$ cat src/sv/bcs_pkg.sv
// shared types and constants for the between-class scatter block
`default_nettype none

package bcs_pkg;

  // sizes
  localparam int MAX_DIM     = 8;
  localparam int NUM_CLASSES = 16;
  localparam int COUNT_BITS  = 20;
  localparam int DIM_BITS    = 3;
  localparam int LABEL_BITS  = 4;
  localparam int CSUM_BITS   = 36;
  localparam int GSUM_BITS   = 40;
  localparam int TOTAL_BITS  = 25;
  localparam int CNT_W       = COUNT_BITS + 1;
  localparam int ENTRY_BITS  = 58;
  localparam int MEAN_BITS   = 32;
  localparam int DIFF_BITS   = 33;
  localparam int ADDR_BITS   = LABEL_BITS + DIM_BITS;
  localparam int ACC_BITS    = 2 * DIM_BITS;

  // opcodes
  localparam logic [1:0] OP_SAMPLE  = 2'd0;
  localparam logic [1:0] OP_COMPUTE = 2'd1;
  localparam logic [1:0] OP_CLEAR   = 2'd2;

  // config register index
  localparam logic REG_DIM = 1'b0;

  typedef struct packed {
    logic [1:0]         opcode;
    logic signed [15:0] element_value;
    logic [3:0]         class_label;
    logic               last_element;
  } in_t;

  typedef struct packed {
    logic signed [ENTRY_BITS-1:0] scatter_entry;
    logic [2:0]                   row_index;
    logic [2:0]                   column_index;
    logic                         status;
    logic                         last_entry;
  } out_t;

  typedef enum logic [3:0] {
    ST_IDLE,
    ST_GDIV,
    ST_GWAIT,
    ST_CSCAN,
    ST_CRD,
    ST_CDIV,
    ST_CWAIT,
    ST_OPA,
    ST_OPB,
    ST_MLO,
    ST_MHI,
    ST_ACC,
    ST_ERD,
    ST_ELD,
    ST_EWAIT
  } state_t;

endpackage

`default_nettype wire

$ cat src/sv/bcs_div.sv
// radix-2 restoring divider forming a rounded, clamped q16 mean
`default_nettype none

module bcs_div
  import bcs_pkg::*;
(
  input  wire logic                         clk,
  input  wire logic                         rst_n,
  input  wire logic                         start,
  input  wire logic signed [GSUM_BITS-1:0]  sum,
  input  wire logic [TOTAL_BITS-1:0]        count,
  output logic                              done,
  output logic signed [MEAN_BITS-1:0]       mean
);

  localparam int NUM_W = GSUM_BITS + 16;

  logic [NUM_W-1:0]      num_r;
  logic [TOTAL_BITS-1:0] rem_r;
  logic [TOTAL_BITS-1:0] dvs_r;
  logic [5:0]            cnt_r;
  logic                  busy_r;
  logic                  neg_r;
  logic                  done_r;
  logic signed [MEAN_BITS-1:0] mean_r;

  logic [GSUM_BITS-1:0]  mag;
  logic [TOTAL_BITS:0]   rem_sh;
  logic                  ge;
  logic [TOTAL_BITS:0]   rem_sub;
  logic [NUM_W-1:0]      qfin;
  logic [MEAN_BITS-1:0]  qsat;
  logic [MEAN_BITS-1:0]  res;

  // one quotient bit per step
  always_comb begin
    mag     = sum[GSUM_BITS-1] ? (~sum + 1'b1) : sum;
    rem_sh  = {rem_r, num_r[NUM_W-1]};
    ge      = rem_sh >= {1'b0, dvs_r};
    rem_sub = rem_sh - {1'b0, dvs_r};
    qfin    = {num_r[NUM_W-2:0], ge};
    qsat    = (|qfin[NUM_W-1:MEAN_BITS-1]) ? 32'h8000_0000 : qfin[MEAN_BITS-1:0];
    if (neg_r) begin
      res = ~qsat + 1'b1;
    end else begin
      res = qsat[MEAN_BITS-1] ? 32'h7fff_ffff : qsat;
    end
  end

  // control
  always_ff @(posedge clk) begin
    if (!rst_n) begin
      busy_r <= 1'b0;
      done_r <= 1'b0;
      cnt_r  <= '0;
    end else begin
      done_r <= 1'b0;
      if (start) begin
        busy_r <= 1'b1;
        cnt_r  <= 6'(NUM_W - 1);
      end else if (busy_r) begin
        cnt_r <= cnt_r - 6'd1;
        if (cnt_r == 6'd0) begin
          busy_r <= 1'b0;
          done_r <= 1'b1;
        end
      end
    end
  end

  // datapath
  always_ff @(posedge clk) begin
    if (start) begin
      num_r <= {mag, 16'b0} + NUM_W'(count >> 1);
      rem_r <= '0;
      dvs_r <= count;
      neg_r <= sum[GSUM_BITS-1];
    end else if (busy_r) begin
      num_r <= qfin;
      rem_r <= ge ? rem_sub[TOTAL_BITS-1:0] : rem_sh[TOTAL_BITS-1:0];
      if (cnt_r == 6'd0) begin
        mean_r <= res;
      end
    end
  end

  assign done = done_r;
  assign mean = mean_r;

endmodule

`default_nettype wire

$ cat config.mk
export PLATFORM = sky130hd
export DESIGN_NAME = bcs_div
export DESIGN_NICKNAME = d
export VERILOG_FILES = /design/src/sv/bcs_pkg.sv /design/src/sv/bcs_div.sv
export SDC_FILE = /design/constraint.sdc
export NUM_CORES = 1
export LEC_CHECK = 0
export ABC_AREA = 1
export BUFFER_PORTS_ARGS = -buffer_cell sky130_fd_sc_hd__buf_4
export CAP_MARGIN = 40
export CORE_AREA = 2 2 145 147
export CTS_CLUSTER_SIZE = 25
export DETAILED_ROUTE_END_ITERATION = 10
export DIE_AREA = 0 0 147 149
export PLACE_DENSITY = 0.76
export REMOVE_ABC_BUFFERS = 1
export SLEW_MARGIN = 5
export SYNTH_ARGS = -nofsm -noshare
export SYNTH_HDL_FRONTEND = slang
export SYNTH_SLANG_ARGS = --single-unit
$ cat constraint.sdc
create_clock -name clk -period 2.8 [get_ports clk]
set_input_delay 0.14 -clock clk [delete_from_list [all_inputs] [get_ports clk]]
set_output_delay 0.14 -clock clk [all_outputs]
set_load 0.03 [all_outputs]
==> results.yml, run 1 <==
status:
  status: "completed"
worst_setup_path:
  cp.arrival_ns: 2.96
  critPathCaptureType: "flop"
  setup.worst_path.class: "flop to flop"
  cp_top_family: "simple AND/OR/NAND/NOR gates"
  crit_fanout: 3
  critPathLaunchType: "flop"
  path_buf_inv: 3
  cp_cell_sequence: "inv_1, ha_2, fa_2, o21ai_2, nand2_1, nand2_1, nand2_1, nand2_2, nand2_2, nand3_4, nand2_4, ha_4, nand3_4, nor2_4, inv_2, nor2_2, buf_4, nand4_1, nand2_1, nand2_1, nand2_1"
  cp_slowest_stage_delay_ns: 0.42
  cp.required_ns: 2.99
  crit_top_cell: "nand2_1"
  crit_slowest_cell: "fa_2"
grt:
  grt_overflow: 0
  grt_max_degree: 58
  met3_usage_pct: 3.547
  gr-usage-all-layers_pct: 28.12
  first_global_vias: 10037
  grt_util_met1_pct: 38.35
  busiest_layer: "met2"
  met2_usage_pct: 46.53
  antenna_found_initial: 0
  grt_pass1_wl_um: 49440
placed_design:
  post-place-cells: 1978
  placement.io_buffers: 100
  finalWeightedCongestion: 0.9274
  dp_hpwl_um: 23140
synth:
  synth_seq_area_share_pct: 37.25
  synth_mux_area_share_pct: 0
  synth_flop_cell: "edfxtp_1"
  synth-simple-area-share_pct: 34.78
  synth_compound_area_share_pct: 11.54
  ys_types: 42
  synth.most_common_cell: "nand2_1"
  netlist_top_cells_count: "504 x nand2_1, 179 x inv_1, 163 x nor2_1"
  postSynthRegisterBits: 147
  synth_top_area_share_pct: 31.22
  synth_area_leaders: "edfxtp_1 31%, nand2_1 17%, inv_1 6.1%"
  synth_fa_ha_area_share_pct: 4.587
  synthArstFlopShare_pct: 0
  synth-xor-area-share_pct: 3.994
  ys_warn_count: 0
  synth-edff-count: 114
  yosys.area.top_type: "edfxtp_1"
  syn_avg_cell_area_um2: 6.953
  netlist_instances: 1577
  syn_area_um2: 10960
  synth_top_family_by_area: "simple AND/OR/NAND/NOR gates"
routing:
  routed_wl_um: 30510
  drtIter0Drc: 839
  via_count: 10918
  vias_per_cell: 5.360
  first_pass_iters: 8
  routedWlPerCell_um: 14.98
  drc: 0
  antenna_left: 0
layout:
  multiInputGateArea_um2: 6151
  antenna_cells: 0
  finalNetCount: 1856
  final_cells: 2037
  fillCellCount: 1855
  drive_gt1_share_pct: 16.12
  syn_to_final_growth_pct: 22.44
  seq_area_um2: 4084
timing:
  period_minus_slack_ns: 2.769
  max-slew-margin-rel_pct: 38.72
  fin_skew_ns: 0.01439
  slew_viol_final: 0
  hold_viol: 0
  rsz0062_at_grt: "yes"
  hold_slack_ns: 0.1385
  setup_viol: 0
  fin_crit_sh_pct: 98.90
  tightest_slew_ns: 0.9158
  fmax_mhz: 361.1
job:
  cap_violations: 0
floorplanning:
  io_pins: 101
  initial_utilization_pct: 53.34
  placementRows: 53
  die_h_um: 149
  die_area_um2: 21900
  core_um2: 20560
  die_width_um: 147
clocking:
  numClockSinks: 147
  cts-root-buf: "clkbuf_16"
  path_clk_slew_ns: 0.07
  cts_tree: "built"
  clock_path_buffers: 2
  cts_made_buffers: 17
  clock_latency_ns: 0.44
  htreeDepth: 4
hold_path:
  holdCritPathClass: "input port to flop"
pwr:
  p_leak_nw: 6.386
  ir_worst_vdd_v: 0.0004420
  power_density_nw_per_um2: 458.6
==> cell families (layout without fill, tap and decap cells) <==
group | after synthesis | in the layout
adders and majority gates | 39 | 39
AOI/OAI and AO/OA | 233 | 233
xor gates and xnor gates | 50 | 50
buffers and inverters | 222 | 407
DFF | 147 | 147
and+or+nand+nor | 886 | 886
==> cell type report <==
cell class / count / area share (%)
multi-input cells: 1208 / 45.82
clock inverters: 11 / 0.8948
flip-flops and latches: 147 / 30.42
clock buffers: 21 / 3.831
inverters: 183 / 5.117
well taps: 275 / 2.563
repair buffers: 192 / 11.35
==> cells in the final DEF, fill, tap and decap left out, types with 2 or more instances in the layout <==
cell	n
nand2_2	24
dfxtp_1	33
nand2_4	2
nand3_2	4
nor2_2	22
ha_1	33
o41ai_1	5
nand3b_1	17
a21oi_2	7
o22ai_1	2
clkbuf_16	20
inv_1	177
nor3_1	16
nor4_1	2
o21ai_0	115
nor2_1	159
ha_4	3
o21bai_1	4
clkinv_1	2
o21ai_2	2
a221oi_1	2
buf_4	163
edfxtp_1	114
inv_6	6
nand3_4	2
a21o_1	2
o21ai_1	19
or2_2	2
nor2_4	11
nand4_1	22
a21oi_1	53
nand3_1	103
xor2_1	32
nand2_1	500
o211ai_1	12
dlygate4sd3_1	26
inv_2	4
xnor2_1	18
a31oi_1	4
inv_8	2
==> per-layer routing <==
| metal | wire, um | up-vias |
|---|---|---|
| li1 | - | 5519 |
| met1 | 13550 | 4930 |
| met2 | 14290 | 407 |
| met3 | 1880 | 62 |
| met4 | 796 | 0 |
| met5 | 0 | - |
==> path summary, 6_finish.rpt <==
kind	from	to	slack [ns]	depth (start not counted)
setup / recovery	num_r[55]	mean[20]	0.03	21
hold / removal	start	dvs_r[14]	0.14	1
setup reg to reg	num_r[55]	mean[20]	0.03	21
hold reg to reg	rem_r[24]	rem_r[24]	0.46	2
==> worst reg2reg max path: stages, from the launching register on <==
cell and delay, ns:
edfxtp_1 0.34, inv_1 0.05, ha_2 0.19, fa_2 0.42
o21ai_2 0.16, nand2_1 0.07, nand2_1 0.07, nand2_1 0.06
nand2_2 0.08, nand2_2 0.07, nand3_4 0.12, nand2_4 0.07
ha_4 0.17, nand3_4 0.09, nor2_4 0.05, inv_2 0.07
nor2_2 0.04, buf_4 0.13, nand4_1 0.10, nand2_1 0.06
nand2_1 0.07, nand2_1 0.05
==> sequential cells by signal (all words and copies together) (netlist names) <==
name	count
num_r	56
mean	32
dvs_r	25
rem_r	25
cnt_r	6
busy_r	1
done	1
neg_r	1
==> report_power, final <==
group / total [mW] / switching [mW] / leakage (nW) / internal (mW)
clock network: 2.42 / 0.982 / 0.316 / 1.44
registers: 2.66 / 0.117 / 1.39 / 2.54
logic: 1.08 / 0.666 / 4.68 / 0.410
==> stage by stage <==
step	TNS, ns	cell area, um^2	utilization (%)	power, mW	setup WS, ns
floorplan	-16.25	10790	-	3.280	-0.5168
global placement	0	12380	60.23	3.695	0.02857
detailed placement	-0.4414	12390	60.25	3.719	-0.08162
CTS	0	13320	64.80	6.156	0.01703
global route	-0.9272	13420	65.30	6.421	-0.1198
finish	0	13420	65.30	6.156	0.03074
==> timing repair <==
action | CTS | global route
endpoints found under the setup margin | 15 | 25
gates resized for setup | 13 | 24
pin swaps | 2 | 13
hold endpoints to repair | 32 | 0
hold buffers | 26 | 0
setup buffers | 0 | 1
No activity file was read; power rests on OpenSTA's default activity.
==> run 2, diff against run 1 <==
--- a/config.mk
+++ b/config.mk
@@ -8,11 +8,10 @@
 export ABC_AREA = 1
 export BUFFER_PORTS_ARGS = -buffer_cell sky130_fd_sc_hd__buf_4
 export CAP_MARGIN = 40
-export CORE_AREA = 2 2 145 147
+export CORE_AREA = 4 4 171 173
 export CTS_CLUSTER_SIZE = 25
 export DETAILED_ROUTE_END_ITERATION = 10
-export DIE_AREA = 0 0 147 149
-export PLACE_DENSITY = 0.76
+export DIE_AREA = 0 0 175 177
 export REMOVE_ABC_BUFFERS = 1
 export SLEW_MARGIN = 5
 export SYNTH_ARGS = -nofsm -noshare
==> results.yml, run 2 (same netlist as run 1, synthesis figures left out) <==
pwr:
  ir_worst_vdd_v: 0.0004253
  p_leak_nw: 6.481
  p_total_mw: 6.031
  power_density_nw_per_um2: 440.0
hold_path:
  holdCritPathClass: "input port to flop"
worst_setup_path:
  crit_fanout: 4
  critPathLaunchType: "flop"
  critPathCaptureType: "flop"
  cp.arrival_ns: 2.91
  setup.worst_path.class: "flop to flop"
  cp.required_ns: 2.99
  reg2reg_slack_ns: 0.08
placed_design:
  dp_hpwl_um: 25500
  finalWeightedCongestion: 0.9297
  placement.io_buffers: 100
layout:
  finalNetCount: 1879
  final_cell_mix: "497 x nand2_1, 187 x buf_4, 175 x inv_1, 156 x nor2_1, 114 x edfxtp_1"
  syn_to_final_growth_pct: 25.00
  multiInputGateArea_um2: 6182
  final_common_cell: "nand2_1"
  drive_gt1_share_pct: 17.65
  largest_register: "num_r"
  seq_area_um2: 4084
  largest_register_ffs: 56
  fillCellCount: 2891
  antenna_cells: 0
floorplanning:
  initial_utilization_pct: 39.68
  core_um2: 27630
  die_h_um: 177
  die_area_um2: 30980
  die_width_um: 175
  io_pins: 101
  placementRows: 61
clocking:
  clock_path_buffers: 2
  cts_tree: "built"
  htreeDepth: 4
  cts-root-buf: "clkbuf_16"
  cts_made_buffers: 17
  clock_latency_ns: 0.43
  path_clk_slew_ns: 0.07
  numClockSinks: 147
routing:
  antenna_left: 0
  via_count: 10867
  drtIter0Drc: 794
  vias_per_cell: 5.024
  drc: 0
  routed_wl_um: 32520
  routedWlPerCell_um: 15.03
  first_pass_iters: 6
timing:
  fin_crit_sh_pct: 97.20
  slew_viol_final: 0
  rsz0062_at_grt: "yes"
  period_minus_slack_ns: 2.722
  setup_viol: 0
  tns_ns: 0
  tightest_slew_ns: 0.8573
  hold_viol: 0
  max-slew-margin-rel_pct: 42.10
  fmax_mhz: 367.4
  fin_skew_ns: 0.01558
grt:
  first_global_vias: 10486
  antenna_found_initial: 0
  grt_pass1_wl_um: 53180
  gr-usage-all-layers_pct: 21.20
  grt_max_degree: 68
  grt_overflow: 0
job:
  cap_violations: 0
status:
  status: "completed"
[run 2: cell count changes in the layout (fill, tap and decap cells not counted), sizes merged]
cell,previous run,this run
buf,166,188
bufinv,1,0
clkinvlp,0,1
inv,190,191
[run 2: worst paths after layout]
check,start,endpoint,depth (start not counted)
max reg2reg,dvs_r[23],mean[18],20
max,dvs_r[23],mean[18],20
min reg2reg,rem_r[24],rem_r[24],2
min,start,dvs_r[23],1
[run 2: what timing repair did]
action,CTS,global route
gates resized for setup,13,42
setup buffers,0,3
hold buffers,26,0
endpoints found under the setup margin,18,30
pin swaps,4,17
hold endpoints to repair,31,0
[run 2: critical path, stage by stage, from the launching register on]
cell	delay, ns
edfxtp_1	0.38
inv_2	0.07
ha_4	0.20
a21o_1	0.20
nand2_1	0.06
nand2_1	0.05
nor2_1	0.10
nand2_1	0.11
a21oi_2	0.17
nand3_4	0.12
nand2_4	0.10
ha_4	0.15
nand3_4	0.08
nor2_4	0.15
inv_4	0.06
nor2_4	0.12
nand2_1	0.06
nand2_1	0.11
nand3_1	0.06
o21ai_1	0.09
inv_1	0.05
[run 2: power by group]
group / total (mW) / switching, mW / internal, mW
combinational: 1.11 / 0.677 / 0.436
sequential: 2.66 / 0.115 / 2.54
clock: 2.26 / 1.01 / 1.25
total: 6.03 / 1.80 / 4.23
[run 2: stage by stage]
stage	cell area, um^2	hold WS [ns]	util, %	instances	worst slack [ns]
floorplan	10790	0.2193	-	1538	-0.5168
global placement	12680	0.3367	45.89	2102	-0.05948
detailed placement	12680	0.3399	45.89	2102	-0.1598
CTS	13550	0.1415	49.03	2160	0.002134
global route	13710	0.1491	49.61	2163	-0.1335
finish	13710	0.1577	49.61	2163	0.07835
[run 2: metal layers]
metal  vias to the layer above  share of wire, %  global-route usage [%]
met2                       285                46                   35.33
met5                         -                 0                       0
met4                         0               2.3                   6.841
met3                        44               5.1                   2.884
met1                      4966                46                   28.70
li1                       5572                 -                       -
[run 2: layout make-up]
type                            instances  share of cell area (%)
Inverter                              183                   5.058
Clock buffer                           20                   3.414
Tap cell                              378                   3.451
Timing Repair Buffer                  215                   12.39
Clock inverter                         12                  0.7851
Sequential cell                       147                   29.80
Multi-Input combinational cell       1208                   45.11
